[src/design/assert_macros.svh]
// ----------------------------------------------------------------------------
// assert_macros.svh
// Concurrent assertion wrappers; define NO_ASSERTIONS to compile them out.
// ----------------------------------------------------------------------------
`ifndef ASSERT_MACROS_SVH
`define ASSERT_MACROS_SVH

`ifndef NO_ASSERTIONS

// Implication or any other property, sampled on clk, off during reset.
`define ASSERT_PROP(name, clk, rst_n, prop) \
  name: assert property (@(posedge clk) disable iff (!(rst_n)) (prop)) \
    else $error("assertion failed");

// A condition that must hold at every clock edge out of reset.
`define ASSERT_ALWAYS(name, clk, rst_n, cond) \
  name: assert property (@(posedge clk) disable iff (!(rst_n)) (cond)) \
    else $error("invariant violated");

`else

`define ASSERT_PROP(name, clk, rst_n, prop)
`define ASSERT_ALWAYS(name, clk, rst_n, cond)

`endif

`endif

[src/design/lsm_pkg.sv]
// ----------------------------------------------------------------------------
// lsm_pkg
// Shared types and constants of the line substring matcher.
// ----------------------------------------------------------------------------
`default_nettype none

package lsm_pkg;

  localparam int unsigned PATTERN_MAX_DEF   = 16;
  localparam int unsigned LINE_CAPACITY_DEF = 2000;

  // Pattern storage is fixed at 16 bytes by the register map
  localparam int unsigned PAT_BYTES  = 16;
  localparam int unsigned PAT_W      = 8 * PAT_BYTES;
  localparam int unsigned LEN_W      = 5;

  localparam int unsigned APB_ADDR_W = 5;
  localparam int unsigned APB_DATA_W = 64;

  localparam int unsigned OUT_DATA_W = 40;

  localparam logic [7:0] NEWLINE = 8'd10;

  typedef enum logic [1:0] {
    REG_PAT_LO  = 2'd0,
    REG_PAT_HI  = 2'd1,
    REG_PAT_LEN = 2'd2,
    REG_INVERT  = 2'd3
  } lsm_reg_e;

  typedef struct packed {
    logic [PAT_W-1:0] pattern;
    logic [LEN_W-1:0] length;
    logic             invert;
  } lsm_cfg_t;

endpackage

`default_nettype wire

[src/design/lsm_cell.sv]
// ----------------------------------------------------------------------------
// lsm_cell
// One byte of the text window: holds a byte and its in-line flag, passes
// both to the next cell on every byte beat and compares the incoming byte
// against the pattern byte that lines up with this position.
// ----------------------------------------------------------------------------
`default_nettype none

module lsm_cell #(
  parameter int unsigned CellIdx = 0
) (
  input  wire logic                       clk_i,
  input  wire logic                       rst_ni,
  input  wire logic                       shift_i,
  input  wire logic                       clear_i,
  input  wire logic [7:0]                 byte_i,
  input  wire logic                       vld_i,
  input  wire logic [lsm_pkg::PAT_W-1:0]  pattern_i,
  input  wire logic [lsm_pkg::LEN_W-1:0]  len_i,
  output      logic [7:0]                 byte_o,
  output      logic                       vld_o,
  output      logic                       hit_o
);
  import lsm_pkg::*;

  localparam logic [LEN_W-1:0] K = LEN_W'(CellIdx);

  logic [7:0]       byte_q;
  logic             vld_q, vld_d;
  logic [LEN_W-1:0] pos;
  logic [3:0]       pat_idx;
  logic [7:0]       exp_byte;
  logic             in_use;

  // newest byte sits in cell 0 and lines up with the last pattern byte
  assign pos      = len_i - LEN_W'(1) - K;
  assign pat_idx  = pos[3:0];
  assign exp_byte = pattern_i[{pat_idx, 3'b000} +: 8];
  assign in_use   = (K < len_i);
  assign hit_o    = !in_use || (vld_i && (byte_i == exp_byte));

  always_comb begin
    vld_d = vld_q;
    if (clear_i) begin
      vld_d = 1'b0;
    end else if (shift_i) begin
      vld_d = vld_i;
    end
  end

  always_ff @(posedge clk_i or negedge rst_ni) begin
    if (!rst_ni) begin
      vld_q <= 1'b0;
    end else begin
      vld_q <= vld_d;
    end
  end

  always_ff @(posedge clk_i) begin
    if (shift_i) begin
      byte_q <= byte_i;
    end
  end

  assign byte_o = byte_q;
  assign vld_o  = vld_q;

endmodule

`default_nettype wire

[src/design/lsm_cfg.sv]
// ----------------------------------------------------------------------------
// lsm_cfg
// APB register file: pattern words, pattern length and invert.
// ----------------------------------------------------------------------------
`default_nettype none

module lsm_cfg (
  input  wire logic                            clk_i,
  input  wire logic                            rst_ni,
  input  wire logic                            psel,
  input  wire logic                            penable,
  input  wire logic                            pwrite,
  input  wire logic [lsm_pkg::APB_ADDR_W-1:0]  paddr,
  input  wire logic [lsm_pkg::APB_DATA_W-1:0]  pwdata,
  output      logic [lsm_pkg::APB_DATA_W-1:0]  prdata,
  output      logic                            pready,
  output      lsm_pkg::lsm_cfg_t               cfg_o
);
  import lsm_pkg::*;

  logic [63:0]      pat_lo_q, pat_hi_q;
  logic [LEN_W-1:0] len_q;
  logic             inv_q;
  logic             wr_en;
  lsm_reg_e         reg_sel;

  assign pready  = 1'b1;
  assign wr_en   = psel && penable && pwrite && pready;
  assign reg_sel = lsm_reg_e'(paddr[4:3]);

  always_ff @(posedge clk_i or negedge rst_ni) begin
    if (!rst_ni) begin
      pat_lo_q <= '0;
      pat_hi_q <= '0;
      len_q    <= '0;
      inv_q    <= 1'b0;
    end else if (wr_en) begin
      unique case (reg_sel)
        REG_PAT_LO:  pat_lo_q <= pwdata;
        REG_PAT_HI:  pat_hi_q <= pwdata;
        REG_PAT_LEN: len_q    <= pwdata[LEN_W-1:0];
        REG_INVERT:  inv_q    <= pwdata[0];
        default: ;
      endcase
    end
  end

  always_comb begin
    unique case (reg_sel)
      REG_PAT_LO:  prdata = pat_lo_q;
      REG_PAT_HI:  prdata = pat_hi_q;
      REG_PAT_LEN: prdata = {{(APB_DATA_W-LEN_W){1'b0}}, len_q};
      REG_INVERT:  prdata = {{(APB_DATA_W-1){1'b0}}, inv_q};
      default:     prdata = '0;
    endcase
  end

  assign cfg_o.pattern = {pat_hi_q, pat_lo_q};
  assign cfg_o.length  = len_q;
  assign cfg_o.invert  = inv_q;

endmodule

`default_nettype wire

[src/design/line_substring_matcher_top.sv]
// ----------------------------------------------------------------------------
// line_substring_matcher_top
// Per-line substring match over a byte stream, one result beat per line.
// ----------------------------------------------------------------------------
// Throughput: one input beat per cycle while the result side keeps up; a result
// held by a stalled receiver blocks the input until that result is taken.
// A result is registered and shows on the output in the cycle after the beat that
// ends its line (newline, full line, or end-of-stream flush).
// The window compare is one row of PATTERN_MAX cells fed by each byte beat.
// Reset clears window valid flags, line state, line count and registers.
`default_nettype none

module line_substring_matcher_top #(
  parameter int unsigned PATTERN_MAX   = lsm_pkg::PATTERN_MAX_DEF,
  parameter int unsigned LINE_CAPACITY = lsm_pkg::LINE_CAPACITY_DEF
) (
  input  wire logic                            clk_i,
  input  wire logic                            rst_ni,
  // input stream
  input  wire logic                            s_axis_tvalid,
  output      logic                            s_axis_tready,
  input  wire logic [7:0]                      s_axis_tdata,  // [7:0] ch
  input  wire logic                            s_axis_tuser,  // [0] end_of_stream
  // result stream
  output      logic                            m_axis_tvalid,
  input  wire logic                            m_axis_tready,
  // [31:0] line_number, [32] selected, [33] any_selected, [39:34] zero
  output      logic [lsm_pkg::OUT_DATA_W-1:0]  m_axis_tdata,
  // configuration
  input  wire logic                            psel,
  input  wire logic                            penable,
  input  wire logic                            pwrite,
  input  wire logic [lsm_pkg::APB_ADDR_W-1:0]  paddr,
  input  wire logic [lsm_pkg::APB_DATA_W-1:0]  pwdata,
  output      logic [lsm_pkg::APB_DATA_W-1:0]  prdata,
  output      logic                            pready
);
  import lsm_pkg::*;

  localparam int unsigned FILL_W = $clog2(LINE_CAPACITY);
  localparam logic [FILL_W-1:0] FILL_LAST = FILL_W'(LINE_CAPACITY - 1);
  localparam logic [LEN_W-1:0]  LEN_CAP   = LEN_W'(PATTERN_MAX);

  lsm_cfg_t cfg;

  lsm_cfg u_cfg (
    .clk_i   (clk_i),
    .rst_ni  (rst_ni),
    .psel    (psel),
    .penable (penable),
    .pwrite  (pwrite),
    .paddr   (paddr),
    .pwdata  (pwdata),
    .prdata  (prdata),
    .pready  (pready),
    .cfg_o   (cfg)
  );

  logic [LEN_W-1:0] act_len;
  assign act_len = (cfg.length > LEN_CAP) ? LEN_CAP : cfg.length;

  logic in_beat, byte_beat, eos_beat, finish;

  // ---- window cell row ----
  logic [7:0]             byte_chain [PATTERN_MAX];
  logic [PATTERN_MAX-1:0] vld_chain;
  logic [PATTERN_MAX-1:0] hit;

  for (genvar k = 0; k < PATTERN_MAX; k++) begin : g_cell
    logic [7:0] b_in;
    logic       v_in;
    if (k == 0) begin : g_head
      assign b_in = s_axis_tdata;
      assign v_in = 1'b1;
    end else begin : g_body
      assign b_in = byte_chain[k-1];
      assign v_in = vld_chain[k-1];
    end
    lsm_cell #(
      .CellIdx (k)
    ) u_cell (
      .clk_i     (clk_i),
      .rst_ni    (rst_ni),
      .shift_i   (byte_beat),
      .clear_i   (finish),
      .byte_i    (b_in),
      .vld_i     (v_in),
      .pattern_i (cfg.pattern),
      .len_i     (act_len),
      .byte_o    (byte_chain[k]),
      .vld_o     (vld_chain[k]),
      .hit_o     (hit[k])
    );
  end

  // ---- line control ----
  logic [FILL_W-1:0] fill_q, fill_d, fill_inc;
  logic              line_hit_q, line_hit_d;
  logic [31:0]       count_q, count_d, count_next;
  logic              found_q, found_d, found_next;
  logic              hit_now, sel;
  logic              m_valid_q, m_valid_d;
  logic [OUT_DATA_W-1:0] m_data_q;

  assign s_axis_tready = !m_valid_q || m_axis_tready;
  assign in_beat       = s_axis_tvalid && s_axis_tready;
  assign byte_beat     = in_beat && !s_axis_tuser;
  assign eos_beat      = in_beat && s_axis_tuser;

  assign fill_inc   = fill_q + FILL_W'(1);
  assign hit_now    = byte_beat && (act_len != '0) && (&hit);
  assign finish     = (byte_beat && ((s_axis_tdata == NEWLINE) || (fill_inc == FILL_LAST)))
                   || (eos_beat && (fill_q != '0));

  assign sel        = ((line_hit_q || hit_now) || (act_len == '0)) ^ cfg.invert;
  assign count_next = (&count_q) ? count_q : count_q + 32'd1;
  assign found_next = found_q || sel;

  always_comb begin
    fill_d     = fill_q;
    line_hit_d = line_hit_q;
    count_d    = count_q;
    found_d    = found_q;
    if (finish) begin
      fill_d     = '0;
      line_hit_d = 1'b0;
      count_d    = count_next;
      found_d    = found_next;
    end else if (byte_beat) begin
      fill_d     = fill_inc;
      line_hit_d = line_hit_q || hit_now;
    end
  end

  always_comb begin
    m_valid_d = m_valid_q;
    if (finish) begin
      m_valid_d = 1'b1;
    end else if (m_axis_tready) begin
      m_valid_d = 1'b0;
    end
  end

  always_ff @(posedge clk_i or negedge rst_ni) begin
    if (!rst_ni) begin
      fill_q     <= '0;
      line_hit_q <= 1'b0;
      count_q    <= '0;
      found_q    <= 1'b0;
      m_valid_q  <= 1'b0;
    end else begin
      fill_q     <= fill_d;
      line_hit_q <= line_hit_d;
      count_q    <= count_d;
      found_q    <= found_d;
      m_valid_q  <= m_valid_d;
    end
  end

  always_ff @(posedge clk_i) begin
    if (finish) begin
      m_data_q <= {{(OUT_DATA_W-34){1'b0}}, found_next, sel, count_next};
    end
  end

  assign m_axis_tvalid = m_valid_q;
  assign m_axis_tdata  = m_data_q;

  // ---- assertions ----
`include "assert_macros.svh"

  // window head flag tracks the line fill count
  `ASSERT_ALWAYS(a_fill_vs_head, clk_i, rst_ni, ((fill_q != '0) == vld_chain[0]))
  // a finished line always lands in the output register
  `ASSERT_PROP(a_finish_out, clk_i, rst_ni, finish |=> m_valid_q)
  // sticky any-selected flag never drops
  `ASSERT_PROP(a_found_sticky, clk_i, rst_ni, found_q |=> found_q)
  // a pending result carries a nonzero line number
  `ASSERT_PROP(a_line_num, clk_i, rst_ni, m_valid_q |-> (m_data_q[31:0] != 32'd0))

endmodule

`default_nettype wire
[config.mk]
export PLATFORM = sky130hd
export DESIGN_NAME = line_substring_matcher_top
export DESIGN_NICKNAME = d
export VERILOG_FILES = /design/src/design/lsm_pkg.sv /design/src/design/lsm_cell.sv /design/src/design/lsm_cfg.sv /design/src/design/line_substring_matcher_top.sv
export VERILOG_INCLUDE_DIRS = /design/src /design/src/design
export SDC_FILE = /design/constraint.sdc
export NUM_CORES = 1
export LEC_CHECK = 0
export ABC_AREA = 1
export BUFFER_PORTS_ARGS = -buffer_cell sky130_fd_sc_hd__buf_2
export CAP_MARGIN = 0
export CORE_MARGIN = 5
export CORE_UTILIZATION = 46
export DETAILED_ROUTE_END_ITERATION = 10
export GPL_TIMING_DRIVEN = 0
export PLACE_DENSITY = 0.64
export SYNTH_ARGS = -nofsm -noshare
export SYNTH_HDL_FRONTEND = slang
export SYNTH_SLANG_ARGS = --single-unit
[constraint.sdc]
create_clock -name clk_i -period 10.15 [get_ports clk_i]
set_clock_uncertainty 0.2 [all_clocks]
set_input_delay 1.5225 -clock clk_i [delete_from_list [all_inputs] [get_ports clk_i]]
set_output_delay 1.5225 -clock clk_i [all_outputs]
set_load 0.01 [all_outputs]
[Word level (Yosys, flattened, before mapping)]
Index checks and enable logic that the tools add are counted.
Word-level totals
  input port bits: 85
  word-level logic and storage cells: 228
  output and inout bits: 107
  bits in latches: 0
  memory bits (writable): 0
  memory bits (read-only): 0
  register bits: 349
  memories: 0
Cells by class
  reductions and logical operators: 76
  bitwise operators: 1
  div/mod/pow operators: 0
  add/subtract/negate cells: 18
  equal/unequal tests: 21
  multiplexer cells: 39
  multipliers: 0
  shifts and indexed selects: 16
  $lt $le $gt $ge: 17
Operators with widths (count)
  128-bit by 8-bit variable part select with 8-bit output: 16
  64-bit case mux with 4 select lines: 1
  8-bit equality test: 16
  4-bit by 5-bit less-than comparator with 1-bit output, first input constant: 8
  1-bit 2-to-1 mux: 34
  32-bit by 1-bit adder with 32-bit output, second input constant: 1
  32-bit 2-to-1 mux: 1
  32-bit AND reduction: 1
  4-bit subtractor, second input constant: 8
  1-bit logical AND: 24
  1-bit logical OR: 22
  11-bit 2-to-1 mux: 2
  3-bit by 5-bit less-than comparator with 1-bit output, first input constant: 4
  1-bit logical NOT: 18
  16-bit AND reduction: 1
  4-bit by 3-bit subtractor with 4-bit output, second input constant: 4
  11-bit by 1-bit adder with 11-bit output, second input constant: 1
  11-bit equality test, second input constant: 1
  11-bit nonzero test: 1
  1-bit by 5-bit less-than comparator with 1-bit output, first input constant: 2
  2-bit by 5-bit less-than comparator with 1-bit output, first input constant: 2
  8-bit by 4-bit equality test with 1-bit output, second input constant: 1
  2-bit AND reduction: 4
  4-bit by 1-bit subtractor with 4-bit output, second input constant: 2
  other kinds (10): 13

[Logic depth before layout (Yosys ltp)]
Gate-level depths: netlist (run 1).
  depth in word-level cells: 14
  gate-level depth with buffers: 32
  depth with buffers taken out: 28

[Cells and area by module]
A second synthesis (run 1) with hierarchy kept.
Second synthesis, totals
  cell total of the unflattened synthesis: 7273
  area, all modules: 40178.5 µm²
Modules (own cells, without submodules)
  lsm_cfg: times used 1, cells an instance 794, area an instance 5963.2 µm², sequential area each 3353.2 µm²
  line_substring_matcher_top: times used 1, cells an instance 613, area an instance 4581.9 µm², sequential area each 2172.1 µm²
  lsm_cell (g_cell[1].u_cell): times used 1, cells an instance 384, area an instance 1954.4 µm², sequential area each 265.3 µm²
  lsm_cell (g_cell[11].u_cell): times used 1, cells an instance 405, area an instance 1953.1 µm², sequential area each 265.3 µm²
  lsm_cell (g_cell[9].u_cell): times used 1, cells an instance 384, area an instance 1944.4 µm², sequential area each 265.3 µm²
  lsm_cell (g_cell[13].u_cell): times used 1, cells an instance 382, area an instance 1941.9 µm², sequential area each 265.3 µm²
  lsm_cell (g_cell[3].u_cell): times used 1, cells an instance 409, area an instance 1935.6 µm², sequential area each 265.3 µm²
  lsm_cell (g_cell[15].u_cell): times used 1, cells an instance 399, area an instance 1920.6 µm², sequential area each 265.3 µm²
  lsm_cell (g_cell[6].u_cell): times used 1, cells an instance 387, area an instance 1891.8 µm², sequential area each 265.3 µm²
  lsm_cell (g_cell[7].u_cell): times used 1, cells an instance 379, area an instance 1890.6 µm², sequential area each 265.3 µm²
  lsm_cell (g_cell[14].u_cell): times used 1, cells an instance 374, area an instance 1866.8 µm², sequential area each 265.3 µm²
  lsm_cell (g_cell[4].u_cell): times used 1, cells an instance 336, area an instance 1818.0 µm², sequential area each 265.3 µm²
  lsm_cell (g_cell[5].u_cell): times used 1, cells an instance 365, area an instance 1809.2 µm², sequential area each 265.3 µm²
  lsm_cell (g_cell[0].u_cell): times used 1, cells an instance 336, area an instance 1770.4 µm², sequential area each 265.3 µm²
  +4 rows

[Least setup slack after synthesis (run 1)]
No wires, ideal clock.
  path type: input-to-reg
  start point: input m_axis_tready
  end point: register m_data_q[0] (netlist: m_axis_tdata[0]), enable pin
  required time: 9.572 ns
  slack: 1.547 ns
  stages: 8
  data arrival time: 8.024 ns
  path buffers: 2
  cell sequence: inv_1 nand2_1 nand2_1 nor2_1 nand2_1 nand2_1 buf_2 buf_2
Between the ends
  longest elaborated chain between the ends: 5
Ends and longest elaborated chain
  start, declared: RTL line line_substring_matcher_top.sv:26  | input wire logic m_axis_tready,
  1-bit logical OR: RTL line line_substring_matcher_top.sv:105  | assign s_axis_tready = !m_valid_q || m_axis_tready;
  named net s_axis_tready: RTL line line_substring_matcher_top.sv:21  | output logic s_axis_tready,
  1-bit logical AND: RTL line line_substring_matcher_top.sv:106  | assign in_beat = s_axis_tvalid && s_axis_tready;
  1-bit logical AND: RTL line line_substring_matcher_top.sv:107  | assign byte_beat = in_beat && !s_axis_tuser;
  named net byte_beat: RTL line line_substring_matcher_top.sv:62  | logic in_beat, byte_beat, eos_beat, finish;
  1-bit logical AND: RTL line line_substring_matcher_top.sv:112  | assign finish = (byte_beat && ((s_axis_tdata == NEWLINE) || (fill_inc == FILL_LAST)))
  1-bit logical OR: RTL line line_substring_matcher_top.sv:113  | || (eos_beat && (fill_q != '0));
  named net finish: RTL line line_substring_matcher_top.sv:62
  end signal, assigned: RTL line line_substring_matcher_top.sv:162  | m_data_q <= {{(OUT_DATA_W-34){1'b0}}, found_next, sel, count_next};
  end, declared: RTL line line_substring_matcher_top.sv:103  | logic [OUT_DATA_W-1:0] m_data_q;
The timed path passes the listed nets, and every way through them passes these cells.
A chain may end at the register's enable or synchronous reset.

[Final worst setup path (run 1)]
  start point: register u_cfg.len_q[1]
  end point: register m_data_q[33] (netlist: m_axis_tdata[33]) (data pin)
Between the ends
  longest elaborated chain between the ends: 14
Ends and longest elaborated chain
  start, declared: RTL line lsm_cfg.sv:22  | logic [LEN_W-1:0] len_q;
  start signal, assigned: RTL line lsm_cfg.sv:41  | REG_PAT_LEN: len_q <= pwdata[LEN_W-1:0];
  5-bit > comparator: RTL line line_substring_matcher_top.sv:60  | assign act_len = (cfg.length > LEN_CAP) ? LEN_CAP : cfg.length;
  5-bit 2-to-1 mux (*): RTL line line_substring_matcher_top.sv:60
  4-bit by 1-bit subtractor with 4-bit output: RTL line lsm_cell.sv:36  | assign pos = len_i - LEN_W'(1) - K;
  4-bit by 1-bit subtractor with 4-bit output, or another cell as far along: RTL line lsm_cell.sv:36
  128-bit by 8-bit variable part select with 8-bit output: RTL line lsm_cell.sv:38  | assign exp_byte = pattern_i[{pat_idx, 3'b000} +: 8];
  8-bit equality test: RTL line lsm_cell.sv:40  | assign hit_o = !in_use || (vld_i && (byte_i == exp_byte));
  1-bit logical AND: RTL line lsm_cell.sv:40
  1-bit logical OR: RTL line lsm_cell.sv:40
  16-bit AND reduction: RTL line line_substring_matcher_top.sv:111  | assign hit_now = byte_beat && (act_len != '0) && (&hit);
  1-bit logical AND: RTL line line_substring_matcher_top.sv:111
  1-bit logical OR: RTL line line_substring_matcher_top.sv:115  | assign sel = ((line_hit_q || hit_now) || (act_len == '0)) ^ cfg.invert;
  1-bit logical OR (*): RTL line line_substring_matcher_top.sv:115
  1-bit bitwise XOR (*): RTL line line_substring_matcher_top.sv:115
  1-bit logical OR (*): RTL line line_substring_matcher_top.sv:117  | assign found_next = found_q || sel;
  named net found_next: RTL line line_substring_matcher_top.sv:100  | logic found_q, found_d, found_next;
Mark *: on every way through the listed nets, which the timed path passes. The rest lies on a longest branch.

==> results of run 1 <==
## per-stage QoR
stage | hold slack [ps] | instance area (sq um) | total power [mW] | cells | util
floorplan | 226.4 | 23690 | 4.675 | 3550 | -
global placement | 232.0 | 25450 | 6.277 | 4411 | 0.4971
detailed placement | 235.8 | 25550 | 6.300 | 4415 | 0.4991
CTS | 246.5 | 26750 | 7.659 | 4483 | 0.5224
global route | 268.6 | 26750 | 8.248 | 4483 | 0.5224
finish | 249.2 | 26750 | 7.874 | 4484 | 0.5224
## final cells by class
type / count / area share
diodes: 1 / 0.00009355
plain buffers: 171 / 0.03181
clock buffers: 54 / 0.04084
clock inverters: 14 / 0.003742
inverters: 327 / 0.04617
multi-input cells: 2703 / 0.4527
flip-flops and latches: 349 / 0.3553
well taps: 680 / 0.03181
repair buffers: 185 / 0.03752
## power by group
| part | internal, mW | switching, mW |
|---|---|---|
| combinational | 1.19 | 3.17 |
| sequential | 1.76 | 0.401 |
| clock | 0.757 | 0.597 |
## cell usage after synthesis, types with 2 or more instances
cell type	number	area [sq um]
a21o_1	2	15.01
a21oi_1	19	95.09
a22o_1	4	35.03
buf_1	21	78.83
buf_2	62	310.3
buf_4	19	142.6
buf_6	8	90.09
clkbuf_1	61	229.0
conb_1	2	7.510
dfrtp_1	195	4880
edfxtp_1	154	4624
ha_1	6	75.07
inv_1	319	1197
inv_2	7	26.28
nand2_1	1555	5837
nand2_2	16	100.1
nand2_4	7	78.83
nand2_8	2	40.04
nand3_1	511	2557
nand3_2	4	40.04
nand3b_1	33	247.7
nand4_1	18	112.6
nor2_1	114	427.9
nor3_1	20	100.1
nor4_1	6	37.54
o2111ai_1	2	17.52
o211ai_1	4	30.03
o21ai_0	233	1166
o21ai_1	18	90.09
o221ai_1	4	35.03
o22ai_1	50	312.8
xnor2_1	6	52.55
xor2_1	48	420.4
## kinds of logic after synthesis
kind of cell | share of synthesized area
simple gates | 0.4085
buf+inv | 0.08811
flops | 0.4015
compound gates | 0.07727
xor+xnor | 0.02114
fa+ha+maj | 0.003171
other cells | 0.0003172
## registers in the layout, indices dropped and copies added, names as in the netlist, 5 cells and up
register / flops
u_cfg.pat_lo_q: 64
m_axis_tdata: 34
u_cfg.len_q: 5
u_cfg.pat_hi_q: 64
count_q: 32
fill_q: 11
g_cell.u_cell.vld_o: 15
g_cell.u_cell.byte_o: 120
## worst max-delay path, stage by stage, from the launching register on
cell,delay [ps]
dfrtp_1,560
nand2_4,270
buf_2,270
buf_2,370
ha_1,340
inv_1,100
clkbuf_1,450
clkbuf_1,620
nand2_1,260
nand2_1,180
nand2_1,70
nand2_1,240
nand2_1,120
nand3_1,100
nand2_1,50
inv_1,40
nand2_1,50
nor2_1,110
nand3_1,150
nand2_1,90
nand2_1,50
nor2_1,90
nand2_1,60
nor2_1,100
nand2_1,210
nand4_1,190
nand3_2,100
## layer usage
layer  vias up  track usage  share of wire
li1      11910            -              -
met1     12380       0.5550           0.40
met2      1704       0.5793           0.40
met3       386       0.1025           0.11
met4         0       0.2599          0.084
met5         -            0              0
## worst paths after layout
check	to	slack, ps	cells after the start
min in group asynchronous	u_cfg.pat_lo_q[51]$_DFFE_PN0P_	770	1
max in group asynchronous	g_cell[14].u_cell.vld_o$_DFFE_PN0P_	7910	2
worst min register to register	g_cell[11].u_cell.byte_o[1]$_DFFE_PP_	250	0
worst min-delay path	g_cell[11].u_cell.byte_o[1]$_DFFE_PP_	250	0
worst max-delay path	m_axis_tdata[33]$_DFFE_PN_	4450	26
worst max register to register	m_axis_tdata[33]$_DFFE_PN_	4450	26
## cell usage in the layout, fill, tap and decap left out, types with 4 or more instances in the layout
| cell | Yosys | routed |
|---|---|---|
| nand2_1 | 1555 | 1555 |
| nand3_1 | 511 | 511 |
| inv_1 | 319 | 319 |
| buf_2 | 62 | 242 |
| o21ai_0 | 233 | 233 |
| dfrtp_1 | 195 | 195 |
| edfxtp_1 | 154 | 154 |
| nor2_1 | 114 | 113 |
| clkbuf_1 | 61 | 70 |
| o22ai_1 | 50 | 50 |
| xor2_1 | 48 | 48 |
| clkbuf_16 | 0 | 39 |
| nand3b_1 | 33 | 33 |
| buf_1 | 21 | 21 |
| nor3_1 | 20 | 20 |
| buf_4 | 19 | 19 |
| a21oi_1 | 19 | 19 |
| nand4_1 | 18 | 18 |
| o21ai_1 | 18 | 18 |
| nand2_2 | 16 | 16 |
| buf_6 | 8 | 8 |
| nand2_4 | 7 | 7 |
| inv_2 | 7 | 7 |
| conb_1 | 2 | 7 |
| nor4_1 | 6 | 6 |
| xnor2_1 | 6 | 6 |
| ha_1 | 6 | 6 |
| clkbuf_8 | 0 | 6 |
| clkinv_2 | 0 | 6 |
| a22o_1 | 4 | 4 |
| o221ai_1 | 4 | 4 |
| nand3_2 | 4 | 4 |
| o211ai_1 | 4 | 4 |
==> run metrics, run 1 <==
Final Critical Period 5700 ps; Seq/Total Area, Yosys 0.4015; Die X 236.9 um; largest net degree at the start of global routing 109; FMAX 175.4 MHz; number of distinct library cells after synthesis 48; footprint of the multi-input gates 12110 sq um; final period utilization 0.5616; TritonCTS Buffers 38; flops & latches, synth 349; Gates resized, CTS repair 0; global-route wire length before repair 166500 um; Cells after Synth 3545; Hold-fix buffers, CTS 0; MaxCap Viol Count 0; Initial Utilization 0.4624; Setup Buffers After CTS 0; register area 9504 sq um; P&R area growth vs syn 12.99%; worst r2r src u_cfg.len_q[1]$_DFFE_PN0P_; DIE HEIGHT 236.9 um; share of post-route cells with drive strength above 1 0.09887; pre-CTS setup slack 4710 ps; drt drc 0; Slew headroom 0.3236; routed vias/inst 5.883; Clock Path Buffers 3; GRT Overall Usage 0.4079; Antenna Nets Post-Route 0; clk_lat worst skew 580 ps; FFs w/ async S/R, synth 0.5587; hold_sp g_cell[10].u_cell.byte_o[1]$_DFFE_PP_; final setup violation count 0; Sink Count 349; Post-synth EDFFs 154; status finished clean; total number of vias 26380; vias in the first global route 24160; fin nets 3866; IR drop worst, VDD 0.0002034 V; static leakage 13.71 nW; Post-Syn Area 23670 sq um; initial antenna violation count 0; IO Port Bufs 181; Setup crit start u_cfg.len_q[1]$_DFFE_PN0P_; mean post-synth cell area 6.678 sq um; fill count 5331; RSZ-0062 raised after global routing no; Ys Warns 0; Root Buffer clkbuf_16; CTS clock-pin slew for the worst setup and hold paths 60 ps; Critical Path Sink Type register; setup ws final 4450 ps; core footprint 51200 sq um; drt first pass iters 8; final RePlAce weighted congestion 1.153; Iter 0 DRT Violations 3575; WL per Instance 26.47 um; Hold Vio Cnt, Final 0; CTS tree built; prevailing post-synth register cell dfrtp_1; Final Max Slew Viols 0; num rows 83; PD cells 294.4 nW/um^2; Critical Path AT 5790 ps; crit path kind reg2reg; Fin Setup TNS 0 ps; io pins 192; WL final 118700 um; Final HPWL DP 97500 um; area of the die 56100 sq um; htree depth 2; WP data required 10240 ps; Worst Setup Start Kind register; Worst Max-Slew Pin Slew 1015 ps; Worst Hold Class reg2reg; Critical Path Fanout Max 11; total grt overflow 0
No activity file was read; power rests on OpenSTA's default activity.
==> run 2: changes to the inputs <==
--- a/config.mk
+++ b/config.mk
@@ -6,14 +6,14 @@
 export SDC_FILE = /design/constraint.sdc
 export NUM_CORES = 1
 export LEC_CHECK = 0
-export ABC_AREA = 1
+export ABC_AREA = 0
 export BUFFER_PORTS_ARGS = -buffer_cell sky130_fd_sc_hd__buf_2
 export CAP_MARGIN = 0
 export CORE_MARGIN = 5
 export CORE_UTILIZATION = 46
 export DETAILED_ROUTE_END_ITERATION = 10
 export GPL_TIMING_DRIVEN = 0
-export PLACE_DENSITY = 0.64
+export PLACE_DENSITY = 0.66
 export SYNTH_ARGS = -nofsm -noshare
 export SYNTH_HDL_FRONTEND = slang
 export SYNTH_SLANG_ARGS = --single-unit
==> constraint.sdc (replaced) <==
create_clock -name clk_i -period 4.8 [get_ports clk_i]
set_clock_uncertainty 0.2 [all_clocks]
set_input_delay 0.72 -clock clk_i [delete_from_list [all_inputs] [get_ports clk_i]]
set_output_delay 0.72 -clock clk_i [all_outputs]
set_load 0.01 [all_outputs]
==> run 2 against run 1 <==
Against the previous run:
- total power grew to 2.6 times the previous value
- the run now ends with hold timing, setup timing left
- synthesized cell count is 37% lower
- die area is 4.8% higher
- register-to-register slack worse by 5000 ps
==> run metrics, run 2 <==
htree depth 2; MaxCap Viol Count 0; Worst Hold Class in2async; Critical Path Sink Type register; Final Instance Count excl. Fillers 3256; Sink Count 349; CP top delay family buffers and inverters; Seq/Total Area, Yosys 0.3824; DIE HEIGHT 242.4 um; fin nets 2617; P&R area growth vs syn 20.69%; footprint of the multi-input gates 15310 sq um; Worst R2R Setup Slack -550 ps; Finished Cell Area 29990 sq um; Die X 242.4 um; Ys Warns 0; area share of the largest cell type after synthesis 0.1963; final period utilization 1.114; status finished, violations left; Initial Utilization 0.4627; Synth area leader dfrtp_1; io pins 192; Critical Path AT 5470 ps; initial antenna violation count 7; Iter 0 DRT Violations 3123; Clock Path Buffers 3; FMAX 187.0 MHz; final RePlAce weighted congestion 1.132; most common library cells after synthesis 278 x mux2i_1, 195 x dfrtp_1, 157 x mux2_2; routed vias/inst 6.967; drt drc 0; crit path kind reg2reg; TritonCTS Buffers 39; Post-synth EDFFs 154; largest net degree at the start of global routing 100; WL final 128000 um; hold slack -14.35 ps; Worst Setup Start Kind register; Final Critical Period 5349 ps; Antenna Nets Post-Route 0; Hold Vio Cnt, Final 9; Area after DPL 26900 sq um; most common cell after layout, fill and taps aside mux2i_1; Crit path top cell by count buf_6; Final Max Slew Viols 0; final setup violation count 5; share of post-route cells with drive strength above 1 0.3242; flops & latches, synth 349; Post-Syn Area 24850 sq um; Critical Path Fanout Max 10; CTS clock-pin slew for the worst setup and hold paths 60 ps; Cell Chain, Critical Path nor2b_4 > buf_6 > inv_4 > buf_4 > buf_6 > buf_6 > buf_6 > buf_2 > mux4_2 > mux2i_1 > mux2i_1 > xnor2_1 > o2111ai_1 > a21o_1 > a2111oi_4 > and4b_1 > o2111a_2 > o21ai_2 > a21o_1; core footprint 53710 sq um; number of flip-flops in the largest register 120; FFs w/ async S/R, synth 0.5587; static leakage 12.29 nW; number of distinct library cells after synthesis 94; WL per Instance 39.30 um; most frequent cell after synthesis mux2i_1; total grt overflow 0; vias in the first global route 21920; IO Port Bufs 181; drt first pass iters 6; commonest non-fill, non-tap cells in the layout 249 x mux2i_1, 203 x buf_2, 192 x dfrtp_1; register area 9508 sq um; num rows 85; CP max stage delay 570 ps; prevailing post-synth register cell dfrtp_1; slowest cell on the critical path mux2i_1; Crit path buffers/inverters 7; global-route wire length before repair 174700 um; PD cells 691.9 nW/um^2; IR drop worst, VDD 0.0003692 V; Slew headroom 0.1599; total number of vias 22680; mean post-synth cell area 11.18 sq um; Final HPWL DP 98890 um; fill count 4519; CTS tree built; setup ws final -548.6 ps; RSZ-0062 raised after global routing yes; top cells by area, synth dfrtp_1 20%, edfxtp_1 19%, mux2i_1 11%; overall power 20.75 mW; Worst Max-Slew Pin Slew 1253 ps; Cells after Synth 2222; violated checks hold timing, setup timing; clk_lat worst skew 580 ps; area of the die 58770 sq um; placed cells 3108; WP data required 4920 ps; Root Buffer clkbuf_16; GRT Overall Usage 0.4200
run 2: cell count changes after synthesis, moves of 39 or more:
cell	change
a21oi_1	+57
nor2_1	+39
mux2_2	+157
inv_1	-300
a211oi_1	+41
nand2_1	-1434
xnor2_1	+83
mux2i_1	+278
nand3_1	-440
mux4_2	+113
o21ai_0	-188
run 2: metal layers:
| layer | global-route usage | vias to the layer above | share of wire |
|---|---|---|---|
| li1 | - | 9106 | - |
| met1 | 0.5373 | 11610 | 0.38 |
| met2 | 0.6223 | 1620 | 0.43 |
| met3 | 0.1413 | 345 | 0.12 |
| met4 | 0.2459 | 6 | 0.073 |
| met5 | 0 | - | 0.00072 |
run 2: kinds of logic (layout without fill, tap and decap cells):
group | Yosys count | after routing | share of synthesized area
DFF | 349 | 349 | 0.3824
adders and majority gates | 6 | 6 | 0.003021
muxes | 548 | 548 | 0.2855
AOI/OAI and AO/OA | 359 | 359 | 0.1016
xor gates and xnor gates | 176 | 176 | 0.06545
buffers and inverters | 189 | 519 | 0.03831
other | 2 | 10 | 0.0003022
and+or+nand+nor | 593 | 593 | 0.1233
run 2: worst reg2reg max path, stage by stage, from the launching register on:
cell and delay [ps]:
dfrtp_2 410, nor2b_4 130, buf_6 130, inv_4 60
buf_4 100, buf_6 200, buf_6 270, buf_6 250
buf_2 490, mux4_2 410, mux2i_1 120, mux2i_1 570
xnor2_1 210, o2111ai_1 140, a21o_1 240, a2111oi_4 330
and4b_1 260, o2111a_2 330, o21ai_2 90, a21o_1 180
run 2: metrics by stage:
stage / worst slack [ps] / util / TNS [ps]
2_1_floorplan: -97.85 / - / -202.7
4_1_cts: -466.0 / 0.5537 / -1627
6_report: -548.6 / 0.5585 / -1983
3_3_place_gp: -2758 / 0.4991 / -173590
3_5_place_dp: -2740 / 0.5009 / -10720
5_1_grt: -537.2 / 0.5583 / -1845
run 2: path summary, 6_finish.rpt:
path | start | endpoint | cells past startpoint
max in group asynchronous | rst_ni | fill_q[5]$_DFFE_PN0P_ | 2
worst min-delay path | rst_ni | u_cfg.pat_lo_q[19]$_DFFE_PN0P_ | 1
worst min register to register | g_cell[1].u_cell.byte_o[5]$_DFFE_PP_ | g_cell[2].u_cell.byte_o[5]$_DFFE_PP_ | 0
worst max-delay path | u_cfg.len_q[0]$_DFFE_PN0P_ | m_axis_tdata[33]$_DFFE_PN_ | 19
worst max register to register | u_cfg.len_q[0]$_DFFE_PN0P_ | m_axis_tdata[33]$_DFFE_PN_ | 19
min in group clk_i | pwdata[39] | u_cfg.pat_hi_q[39]$_DFFE_PN0P_ | 3
run 2: report_power, final:
group / internal (mW) / switching (mW) / total, mW / leakage, nW
registers: 3.54 / 0.947 / 4.49 / 3.91
clock network: 1.85 / 1.28 / 3.13 / 0.642
logic: 5.20 / 7.93 / 13.1 / 7.74
run 2: what timing repair did:
action                                 CTS  global route
buffers inserted                        57            21
hold buffers                             0             0
endpoints found under the hold margin    0             0
pin swaps                               35            28
cloned                                   1             0
resized for setup                      218            47
setup endpoints to repair                7             4
run 2: final cells by class:
class | count | share of cell area
multi-input cells | 1689 | 0.5103
flip-flops and latches | 349 | 0.3170
repair buffers | 263 | 0.05652
plain buffers | 163 | 0.04013
clock buffers | 57 | 0.03750
well taps | 696 | 0.02903
clock inverters | 15 | 0.006424
inverters | 21 | 0.002795
diodes | 3 | 0.0002503
